$ cat src/rel_pkg.sv
// Shared types for the ring entry offset locator: request/response beats,
// the search token passed along the cell chain and the per-cell result.
// No dependencies.
package rel_pkg;

   typedef enum logic {
      REQ_ADD  = 1'b0,
      REQ_FIND = 1'b1
   } rel_op_type;

   typedef struct packed {
      rel_op_type  req_type;
      logic [31:0] entry_addr;
      logic [15:0] entry_size;
      logic [19:0] text_offset;
   } rel_req_type;

   typedef struct packed {
      logic        found;
      logic [3:0]  slot;
      logic [31:0] match_addr;
      logic [15:0] match_size;
      logic [15:0] byte_in_entry;
   } rel_rsp_type;

   // search token: characters still to skip before the wanted one
   typedef struct packed {
      logic        valid;
      logic [19:0] remaining;
   } rel_tok_type;

   // what a cell reports in the cycle the token visits it
   typedef struct packed {
      logic        hit;
      logic        miss;
      logic [31:0] addr;
      logic [15:0] size;
      logic [15:0] byte_off;
   } rel_hit_type;

endpackage

$ cat src/rel_cell.sv
// One ring slot: holds an entry and tests / forwards the search token.
// Depends on rel_pkg.
module rel_cell #(
   parameter int CNT_W = 5
) (
   input  logic                 clock,
   input  logic                 reset,
   input  logic                 wr_en,
   input  logic [31:0]          wr_addr,
   input  logic [15:0]          wr_size,
   input  rel_pkg::rel_tok_type up_tok,
   input  logic [CNT_W-1:0]     up_left,
   output rel_pkg::rel_tok_type dn_tok,
   output logic [CNT_W-1:0]     dn_left,
   output rel_pkg::rel_hit_type result
);
   import rel_pkg::*;

   logic [31:0]      addr_ff;
   logic [15:0]      size_ff;
   rel_tok_type      tok_ff, tok_in;
   logic [CNT_W-1:0] left_ff, left_in;
   logic             is_match;
   logic             is_last;

   always_ff @(posedge clock) begin
      if (wr_en) begin
         addr_ff <= wr_addr;
         size_ff <= wr_size;
      end
   end

   always_comb begin
      is_match = up_tok.valid && (size_ff != 16'd0)
                 && (up_tok.remaining < {4'd0, size_ff});
      is_last  = (up_left == CNT_W'(1));

      result.hit      = is_match;
      result.miss     = up_tok.valid && !is_match && is_last;
      result.addr     = addr_ff;
      result.size     = size_ff;
      result.byte_off = up_tok.remaining[15:0];

      // zero-size entries fall through here: subtracting zero skips them
      tok_in.valid     = up_tok.valid && !is_match && !is_last;
      tok_in.remaining = up_tok.remaining - {4'd0, size_ff};
      left_in          = up_left - CNT_W'(1);
   end

   always_ff @(posedge clock) begin
      if (reset) begin
         tok_ff.valid <= 1'b0;
      end else begin
         tok_ff.valid <= tok_in.valid;
      end
      tok_ff.remaining <= tok_in.remaining;
      left_ff          <= left_in;
   end

   assign dn_tok  = tok_ff;
   assign dn_left = left_ff;

endmodule

$ cat src/ring_entry_offset_locator.sv
// Top level of the ring entry offset locator: slot pointers, request
// handling and a ring of rel_cell slots that a find token walks.
// Depends on rel_pkg and rel_cell.
//
//   channel | ports                       | handshake
//   --------+-----------------------------+-----------------------------------
//   request | start, busy, req_data       | beat taken when start && !busy
//   result  | rsp_strobe, rsp_data        | beat valid for one cycle, no stall
//
// Flow: an add beat never raises busy, and the next beat may follow right
// after. A find raises busy while its token hops one cell per clock from
// the oldest slot; the last visited cell's hit or miss is registered as
// the strobe, and busy drops as the strobe shows, so the next beat can be
// taken in that same cycle. A find on an empty ring strobes in the cycle
// after its accept.
// Reset: synchronous, active high; clears pointers, full flag, busy and the
// token chain. Entry contents are not cleared; only written slots are read.
// Stalls: none on the result side; the receiver takes every strobed beat.
module ring_entry_offset_locator #(
   parameter int RING_DEPTH = 16
) (
   input  logic                 clock,
   input  logic                 reset,
   input  logic                 start,
   output logic                 busy,
   input  rel_pkg::rel_req_type req_data,
   output logic                 rsp_strobe,
   output rel_pkg::rel_rsp_type rsp_data
);
   import rel_pkg::*;

   localparam int SLOT_W = (RING_DEPTH > 1) ? $clog2(RING_DEPTH) : 1;
   localparam int CNT_W  = $clog2(RING_DEPTH + 1);

   // pointers and flags
   logic [SLOT_W-1:0] write_slot_ff, write_slot_in;
   logic [SLOT_W-1:0] oldest_slot_ff, oldest_slot_in;
   logic              full_ff, full_in;
   logic              busy_ff, busy_in;

   // token injection into the oldest cell
   logic              inj_valid_ff, inj_valid_in;
   logic [19:0]       inj_rem_ff, inj_rem_in;
   logic [CNT_W-1:0]  inj_left_ff, inj_left_in;
   logic [SLOT_W-1:0] inj_slot_ff, inj_slot_in;

   // result register
   logic              rsp_strobe_ff, rsp_strobe_in;
   rel_rsp_type       rsp_ff, rsp_in;

   // cell chain
   rel_tok_type       up_tok  [RING_DEPTH];
   logic [CNT_W-1:0]  up_left [RING_DEPTH];
   rel_tok_type       dn_tok  [RING_DEPTH];
   logic [CNT_W-1:0]  dn_left [RING_DEPTH];
   rel_hit_type       cell_res[RING_DEPTH];
   logic [RING_DEPTH-1:0] wr_en;

   logic              accept;
   logic [SLOT_W-1:0] wr_next;
   logic [CNT_W-1:0]  stored_cnt;

   function automatic logic [SLOT_W-1:0] next_slot(input logic [SLOT_W-1:0] s);
      next_slot = (s == SLOT_W'(RING_DEPTH - 1)) ? '0 : s + SLOT_W'(1);
   endfunction

   assign accept = start && !busy_ff;

   // entries held: wraps modulo the CNT_W-bit width, result always < 2**CNT_W
   always_comb begin
      if (full_ff) begin
         stored_cnt = CNT_W'(RING_DEPTH);
      end else begin
         stored_cnt = CNT_W'(write_slot_ff) - CNT_W'(oldest_slot_ff)
                      + ((write_slot_ff < oldest_slot_ff) ? CNT_W'(RING_DEPTH) : '0);
      end
   end

   always_comb begin
      write_slot_in  = write_slot_ff;
      oldest_slot_in = oldest_slot_ff;
      full_in        = full_ff;
      busy_in        = busy_ff;
      inj_valid_in   = 1'b0;
      inj_rem_in     = req_data.text_offset;
      inj_left_in    = stored_cnt;
      inj_slot_in    = oldest_slot_ff;
      rsp_strobe_in  = 1'b0;
      rsp_in         = rsp_ff;
      wr_next        = next_slot(write_slot_ff);

      if (accept && req_data.req_type == REQ_ADD) begin
         // overwrite the oldest entry once the ring is full
         if (full_ff) begin
            oldest_slot_in = next_slot(oldest_slot_ff);
         end
         write_slot_in = wr_next;
         if (wr_next == oldest_slot_in) begin
            full_in = 1'b1;
         end
      end else if (accept) begin
         if (stored_cnt == '0) begin
            rsp_strobe_in = 1'b1;
            rsp_in        = '0;
         end else begin
            inj_valid_in = 1'b1;
            busy_in      = 1'b1;
         end
      end

      // token finished somewhere in the ring: at most one cell reports
      for (int k = 0; k < RING_DEPTH; k++) begin
         if (cell_res[k].hit) begin
            rsp_strobe_in        = 1'b1;
            busy_in              = 1'b0;
            rsp_in.found         = 1'b1;
            rsp_in.slot          = 4'(k);
            rsp_in.match_addr    = cell_res[k].addr;
            rsp_in.match_size    = cell_res[k].size;
            rsp_in.byte_in_entry = cell_res[k].byte_off;
         end else if (cell_res[k].miss) begin
            rsp_strobe_in = 1'b1;
            busy_in       = 1'b0;
            rsp_in        = '0;
         end
      end
   end

   always_ff @(posedge clock) begin
      if (reset) begin
         write_slot_ff  <= '0;
         oldest_slot_ff <= '0;
         full_ff        <= 1'b0;
         busy_ff        <= 1'b0;
         inj_valid_ff   <= 1'b0;
         rsp_strobe_ff  <= 1'b0;
      end else begin
         write_slot_ff  <= write_slot_in;
         oldest_slot_ff <= oldest_slot_in;
         full_ff        <= full_in;
         busy_ff        <= busy_in;
         inj_valid_ff   <= inj_valid_in;
         rsp_strobe_ff  <= rsp_strobe_in;
      end
      inj_rem_ff  <= inj_rem_in;
      inj_left_ff <= inj_left_in;
      inj_slot_ff <= inj_slot_in;
      rsp_ff      <= rsp_in;
   end

   // ring of cells; the token enters at the oldest slot and moves upward
   for (genvar k = 0; k < RING_DEPTH; k++) begin : g_cell
      localparam int PREV = (k + RING_DEPTH - 1) % RING_DEPTH;
      logic inj_here;

      assign inj_here = inj_valid_ff && (inj_slot_ff == SLOT_W'(k));
      assign wr_en[k] = accept && (req_data.req_type == REQ_ADD)
                        && (write_slot_ff == SLOT_W'(k));

      always_comb begin
         if (inj_here) begin
            up_tok[k].valid     = 1'b1;
            up_tok[k].remaining = inj_rem_ff;
            up_left[k]          = inj_left_ff;
         end else begin
            up_tok[k]  = dn_tok[PREV];
            up_left[k] = dn_left[PREV];
         end
      end

      rel_cell #(
         .CNT_W (CNT_W)
      ) u_cell (
         .clock   (clock),
         .reset   (reset),
         .wr_en   (wr_en[k]),
         .wr_addr (req_data.entry_addr),
         .wr_size (req_data.entry_size),
         .up_tok  (up_tok[k]),
         .up_left (up_left[k]),
         .dn_tok  (dn_tok[k]),
         .dn_left (dn_left[k]),
         .result  (cell_res[k])
      );
   end

   assign busy       = busy_ff;
   assign rsp_strobe = rsp_strobe_ff;
   assign rsp_data   = rsp_ff;

endmodule

$ cat config.mk
export PLATFORM = sky130hd
export DESIGN_NAME = ring_entry_offset_locator
export DESIGN_NICKNAME = d
export VERILOG_FILES = /design/src/rel_pkg.sv /design/src/rel_cell.sv /design/src/ring_entry_offset_locator.sv
export SDC_FILE = /design/constraint.sdc
export NUM_CORES = 2
export LEC_CHECK = 0
export ABC_AREA = 1
export BUFFER_PORTS_ARGS = -buffer_cell sky130_fd_sc_hd__buf_2
export CORE_ASPECT_RATIO = 0.7
export CORE_MARGIN = 1
export CORE_UTILIZATION = 65
export DETAILED_ROUTE_END_ITERATION = 7
export HOLD_SLACK_MARGIN = 0.06
export PLACE_DENSITY = 0.83
export SLEW_MARGIN = 15
export SYNTH_ARGS = -nofsm -noshare
export SYNTH_HDL_FRONTEND = slang
export SYNTH_SLANG_ARGS = --single-unit
$ cat constraint.sdc
create_clock -name clock -period 13.2 [get_ports clock]
set_clock_uncertainty 0.05 [all_clocks]
set_input_delay 1.98 -clock clock [delete_from_list [all_inputs] [get_ports clock]]
set_output_delay 1.98 -clock clock [all_outputs]
set_load 0.01 [all_outputs]
* Word-level counts from Yosys, hierarchy flattened *
Cells that the tools add are included.
W data, S select, Z words.

word-level totals
  register bits after elaboration = 1294
  bits of input ports = 72
  output and inout port bits = 71
  word-level logic and storage cells = 486

operators by class
  add/subtract/negate cells = 36
  order comparisons = 17
  equality and inequality tests = 50
  multiplexer cells = 109
  bitwise gates (word level) = 4
  reduce and logical (&&, ||, !) cells = 176

operator list
  operator                count
  $mux W69                34
  $mux W21                16
  $lt A20 B16 Y1          16
  $sub A20 B16 Y20        16
  $reduce_bool A16 Y1     16
  $logic_and A1 B1 Y1     114
  $mux W5                 18
  $eq A5 B1 Y1 const B    16
  $sub A5 B1 Y5 const B   16
  $eq A4 B4 Y1 const B    17
  $reduce_bool A33 Y1     2
  $mux W64                1
  $reduce_bool A32 Y1     2
  $mux W1                 36
  $logic_not A1 Y1        33
  $ne A33 B17 Y1 const B  1
  $reduce_or A33 Y1       1
  $eq A4 B3 Y1 const B    8
  $ne A32 B17 Y1 const B  1
  $eq A4 B2 Y1 const B    4
  $mux W4                 4
  $reduce_and A3 Y1       3
  $add A4 B1 Y4 const B   2
  $eq A4 B1 Y1 const B    2
  9 further kinds         13

* Logic depth before layout (Yosys ltp) *
  depth after elaboration = 40
  mapped depth = 48
  mapped depth without buffers = 46

* Modules after synthesis *
From an unflattened synthesis, not the netlist that was laid out.

unflattened totals
  cell total of the unflattened synthesis = 9393
  area total of the unflattened synthesis = 74295.0 µm²

by module, submodules not included
  module                            instances  cells an instance  area an instance (µm²)  seq. area each (µm²)
  rel_cell at g_cell[0].u_cell ...  9          384                3577.2                  1961.9
  ring_entry_offset_locator         1          3260               17509.3                 2842.7
  rel_cell at g_cell[6].u_cell ...  4          382                3504.6                  1961.9
  rel_cell at g_cell[4].u_cell      1          385                3530.9                  1961.9
  rel_cell at g_cell[2].u_cell      1          382                3522.1                  1961.9
  rel_cell at g_cell[5].u_cell      1          382                3519.6                  1961.9

* Worst setup path before layout *
Ideal clock, no wire load.

  path kind = register -> register
  start point = reg inj_valid_ff
  end point = reg rsp_ff, in the netlist rsp_data[0] (enable)
  setup time = 0.688 ns
  arrival time = 5.758 ns
  required time = 12.462 ns
  slack = 6.704 ns
  cell stages (with the launch flop) = 32
  path buffers = 4
  clock period less this slack = 6.496 ns
  cells stage by stage = dfxtp_1 buf_6 inv_1 nor3_2 nand2_1 clkbuf_1 clkbuf_1 a21oi_1 ha_1 inv_1 fa_1 nand2_1 nand2_1 a21oi_1 o21ai_1 a21oi_1 inv_1 a21oi_1 o21ai_1 a21oi_1 o21ai_1 nand3_1 o21ai_1 nor3b_1 buf_2 a21oi_1 nand2_1 nand2_1 nor3_1 nand2_1 nor4_4 nand2_1

on the way
  longest elaborated chain between the ends = 9
  elaborated cells on any way between the ends = 164
  those cells by class = order compare (16); eq/ne (17); mux (32); reduce/logical (99)

ends and longest elaborated chain
  item                                                                    RTL line                          source
  start, declared                                                         ring_entry_offset_locator.sv:42   logic inj_valid_ff, inj_valid_in;
  start signal, assigned                                                  ring_entry_offset_locator.sv:142  inj_valid_ff <= inj_valid_in;
  $logic_and A1 B1 Y1                                                     ring_entry_offset_locator.sv:156  assign inj_here = inj_valid_ff && (inj_slot_ff == SLOT_W'(k));
  $mux W21                                                                ring_entry_offset_locator.sv:161  if (inj_here) begin
  $lt A20 B16 Y1 or $logic_and A1 B1 Y1 (tied branches)                   rel_cell.sv:35, rel_cell.sv:34
  $logic_and A1 B1 Y1                                                     rel_cell.sv:35                    && (up_tok.remaining < {4'd0, size_ff});
  $logic_not A1 Y1                                                        rel_cell.sv:39                    result.miss = up_tok.valid && !is_match && is_last;
  $logic_and A1 B1 Y1 (2 in a row)                                        rel_cell.sv:39
  $ne A33 B17 Y1 (no source line) or $reduce_bool A33 Y1 (tied branches)  -
  $reduce_and A3 Y1 (no source line) (*)                                  -
  end signal, assigned                                                    ring_entry_offset_locator.sv:148  rsp_ff <= rsp_in;
  end, declared                                                           ring_entry_offset_locator.sv:49   rel_rsp_type rsp_ff, rsp_in;

Mark *: on every way between the ends. The rest lies on a longest branch, timed or not.
A chain may end at the register's enable or synchronous reset.

* Final worst setup path *
  start point = reg inj_valid_ff
  end point = reg busy_ff, in the netlist busy

on the way
  longest elaborated chain between the ends = 8
  elaborated cells on any way between the ends = 161
  those cells by class = order compare (16); eq/ne (16); mux (32); reduce/logical (97)

ends and longest elaborated chain
  item                                                   RTL line                          source
  $logic_and A1 B1 Y1                                    ring_entry_offset_locator.sv:156
  $mux W21                                               ring_entry_offset_locator.sv:161
  $lt A20 B16 Y1 or $logic_and A1 B1 Y1 (tied branches)  rel_cell.sv:35, rel_cell.sv:34
  $logic_and A1 B1 Y1                                    rel_cell.sv:35
  $logic_not A1 Y1                                       rel_cell.sv:39
  $logic_and A1 B1 Y1 (2 in a row)                       rel_cell.sv:39
  $reduce_or A33 Y1 (no source line) (*)                 -
  end signal, assigned                                   ring_entry_offset_locator.sv:141  busy_ff <= busy_in;
  end, declared                                          ring_entry_offset_locator.sv:39   logic busy_ff, busy_in;

Marks and branches as above.

==> run metrics <==
top cells by area, synth sky130_fd_sc_hd__edfxtp_1 38%, sky130_fd_sc_hd__nand2_1 15%, sky130_fd_sc_hd__dfxtp_1 14%; leakage 31.8 nW; Routed Antenna Nets 0; area taken by multi-input logic gates 27600 sq um; count of endpoints failing setup in the final report 0; CTS tree done; simple-gate share of the synthesized area 0.199; power per cell area 184 nW/um^2; Startpoint Class flip-flop; count of flip-flops with a built-in enable after synthesis 832; Avg WL per Cell 22.5 microns; maximum number of pins on one net before global-route repair 66; number of endpoints with negative hold slack in the final report 0; Detailed Routing Iterations Pass 1 6; power after layout 13.1 mW; Post-Route Utilization 0.710; hold-fix buffers at CTS 0; critical path's slowest cell sky130_fd_sc_hd__a2111oi_1; pin slew with the least headroom to its limit 1.10 ns; final critical delay including setup and external delays between 8 and 9 ns; synth unique cells 68; adder-cell area share of the yosys netlist 0.0619; overall overflow remaining after global route 0; Cells after Synth between 7000 and 8000; starting utilization of the core area 0.656; clock slew seen by the registers of the worst setup and hold paths 0.07 ns; mux share of post-synthesis cell area 0.00229; Rows 97; most frequent cells after synthesis 2618 x sky130_fd_sc_hd__nand2_1, 832 x sky130_fd_sc_hd__edfxtp_1, 632 x sky130_fd_sc_hd__o21ai_0, 631 x sky130_fd_sc_hd__inv_1, 462 x sky130_fd_sc_hd__dfxtp_1; area share of xor/xnor cells in the synthesized design 0.0453; floorplan die height 268 microns; most used standard cell by instance count after synthesis sky130_fd_sc_hd__nand2_1; vias after detailed routing around 54000; Clock Tree Buf Depth 3; top-level I/O count 143; result of the run finished, final reports clean; total area of sequential cells 34200 sq um; cell accounting for the most synthesized area sky130_fd_sc_hd__edfxtp_1; TNS Setup 0 ns; buffers added on ports 142; worst hold-check slack roughly 0.34 ns; master cell of the clock root buffer sky130_fd_sc_hd__clkbuf_16; initial antenna violation count 11; number of global-route vias before repair 49339; worst supply voltage drop on vdd around 0.00013 V; Worst Path Class, Setup flip-flop to flip-flop; average via count per standard cell between 6 and 7; clock net sink count 1294; die span in x 382 microns; library cell appearing most often on the critical path sky130_fd_sc_hd__o21ai_0; area share of the largest cell type after synthesis 0.380; mean instance size in the synthesized netlist approximately 9 sq um; H-tree depth 3; max-cap check violation count 0; worst reg2reg path endpoint busy$_SDFFE_PP0P_; endpoint with the worst hold slack inj_slot_ff[3]$_DFF_P_; signed area change from the synthesized netlist to the final layout 8.30%; main combinational cell family by area after synthesis simple AND/OR/NAND/NOR gates; hold path start inj_slot_in[3]$_SDFFE_PP0P_; hold depth 0; worst-case reg-to-reg path depth 27; Synth async-reset ratio 0; Post CTS Setup Buffer Count 0; Worst EP required 13.73 ns; # resized after CTS 0; area of the mapped netlist 65700 sq um; max-slew violation total from the final report 0; flip-flop and latch count after synthesis 1294; Max Clk Rate 117 MHz; number of nets in the synthesized netlist ~7900; placed wire-length estimate after detailed placement between 100000 and 150000 microns; starting DRC count in detailed routing 7717; Syn. warnings 0; DRC viols 0; worst-path fanout max 62; worst reg2reg path startpoint inj_valid_ff$_SDFF_PP0_; Layout Nets 7900; die area 102000 sq um; path type of the worst min-delay path flip-flop to flip-flop; clock latency of the later-clocked register in the worst-skew pair 0.75 ns; dominant register cell in the synthesized netlist sky130_fd_sc_hd__edfxtp_1; worst setup slack for register-to-register paths 4.65 ns; share of post-route cells with drive strength above 1 0.0715; core footprint 100000 sq um; compound-gate portion of the synthesized area 0.110; fraction of the cycle the final worst path needs 0.648; Worst setup EP type flip-flop; GRT Util Overall 0.386; total of fill cells in the finished design 7419; number of buffers created by CTS 119; weighted congestion at the end of routability-driven global placement 1.02; WL final 202000 microns; global-route wire length before repair 298000 microns; WP data arrival 9.08 ns; largest stage delay on the critical path 0.85 ns; setup repair after global routing missed its margin no; sequential area share after synthesis 0.521; Slew HR 0.262
## registers in the layout (all words and copies together) (netlist names)
register,cells
inj_slot_in,4
g_cell.u_cell.addr_ff,512
inj_rem_ff,20
inj_left_ff,5
inj_valid_ff,1
rsp_data,69
g_cell.u_cell.dn_left,80
g_cell.u_cell.dn_tok,336
rsp_strobe,1
full_ff,1
busy,1
inj_slot_ff,4
g_cell.u_cell.size_ff,256
write_slot_ff,4
## where the power goes
group	internal (mW)	switching (mW)	total [mW]	leakage [nW]
combinational	1.57	2.84	4.41	18.6
clock	1.84	1.55	3.40	1.84
sequential	5.07	0.226	5.30	11.4
total	8.49	4.62	13.1	31.8
## worst max-delay path: cells and delay by family, from the launching register on
kind,cells,cell delay [ns]
buffers and inverters,6,1.92
and+or+nand+nor,10,2.49
adders and majority gates,2,0.69
DFF,1,0.69
AOI/OAI and AO/OA,9,2.50
## layout make-up
type,count,share of cell area
repair buffers,220,0.0182
multi-input cells,5211,0.388
well taps,1336,0.0235
flip-flops and latches,1294,0.481
clock buffers,166,0.0463
diodes,6,0.000211
clock inverters,61,0.00693
inverters,667,0.0352
## how the worst max path moves through the flow
stage          slack (ns)                     from                     to
3_3_place_gp         4.73  inj_valid_ff$_SDFF_PP0_      busy$_SDFFE_PP0P_
4_1_cts              4.81  inj_valid_ff$_SDFF_PP0_      busy$_SDFFE_PP0P_
5_1_grt              4.29  inj_valid_ff$_SDFF_PP0_      busy$_SDFFE_PP0P_
6_report             4.65  inj_valid_ff$_SDFF_PP0_      busy$_SDFFE_PP0P_
2_1_floorplan        6.70  inj_valid_ff$_SDFF_PP0_  rsp_data[0]$_DFFE_PP_
3_5_place_dp         4.82  inj_valid_ff$_SDFF_PP0_      busy$_SDFFE_PP0P_
## cell families after synthesis
logic type                 after synthesis
and+or+nand+nor                       3231
AOI/OAI and AO/OA                     1310
DFF                                   1294
buffers and inverters                  978
xor gates and xnor gates               340
adders and majority gates              315
muxes                                   15
## routing by layer
metal  GRT usage  vias up  part of all wire
li1            -    24886                 -
met2       0.529     3675              0.40
met4       0.106       10             0.026
met1       0.575    24829              0.41
met5     0.00370        -           0.00050
met3       0.136      371              0.17
## cell usage in the layout, fill, tap and decap left out, drive strengths merged, types with 30 or more instances in the layout
cell type | Yosys | final
nand2 | 2624 | 2624
edfxtp | 832 | 832
o21ai | 752 | 752
inv | 661 | 664
dfxtp | 462 | 462
a21oi | 365 | 365
ha | 298 | 298
xor2 | 249 | 249
nor2 | 232 | 232
buf | 146 | 220
nand3 | 187 | 187
clkbuf | 163 | 166
xnor2 | 91 | 91
nand4 | 69 | 69
o211ai | 58 | 58
clkinv | 6 | 52
nor4 | 41 | 41
or2 | 39 | 39
o2111ai | 30 | 30
## stage by stage
stage / instances / worst slack (ns) / area [sq um]
after floorplan: 7483 / 6.70 / 65700
after global placement: 8728 / 4.73 / 67300
after detailed placement: 8728 / 4.82 / 67300
after CTS: 8955 / 4.81 / 71100
after global routing: 8957 / 4.29 / 71100
final: 8961 / 4.65 / 71100
Power figures use the tool's default switching activity.
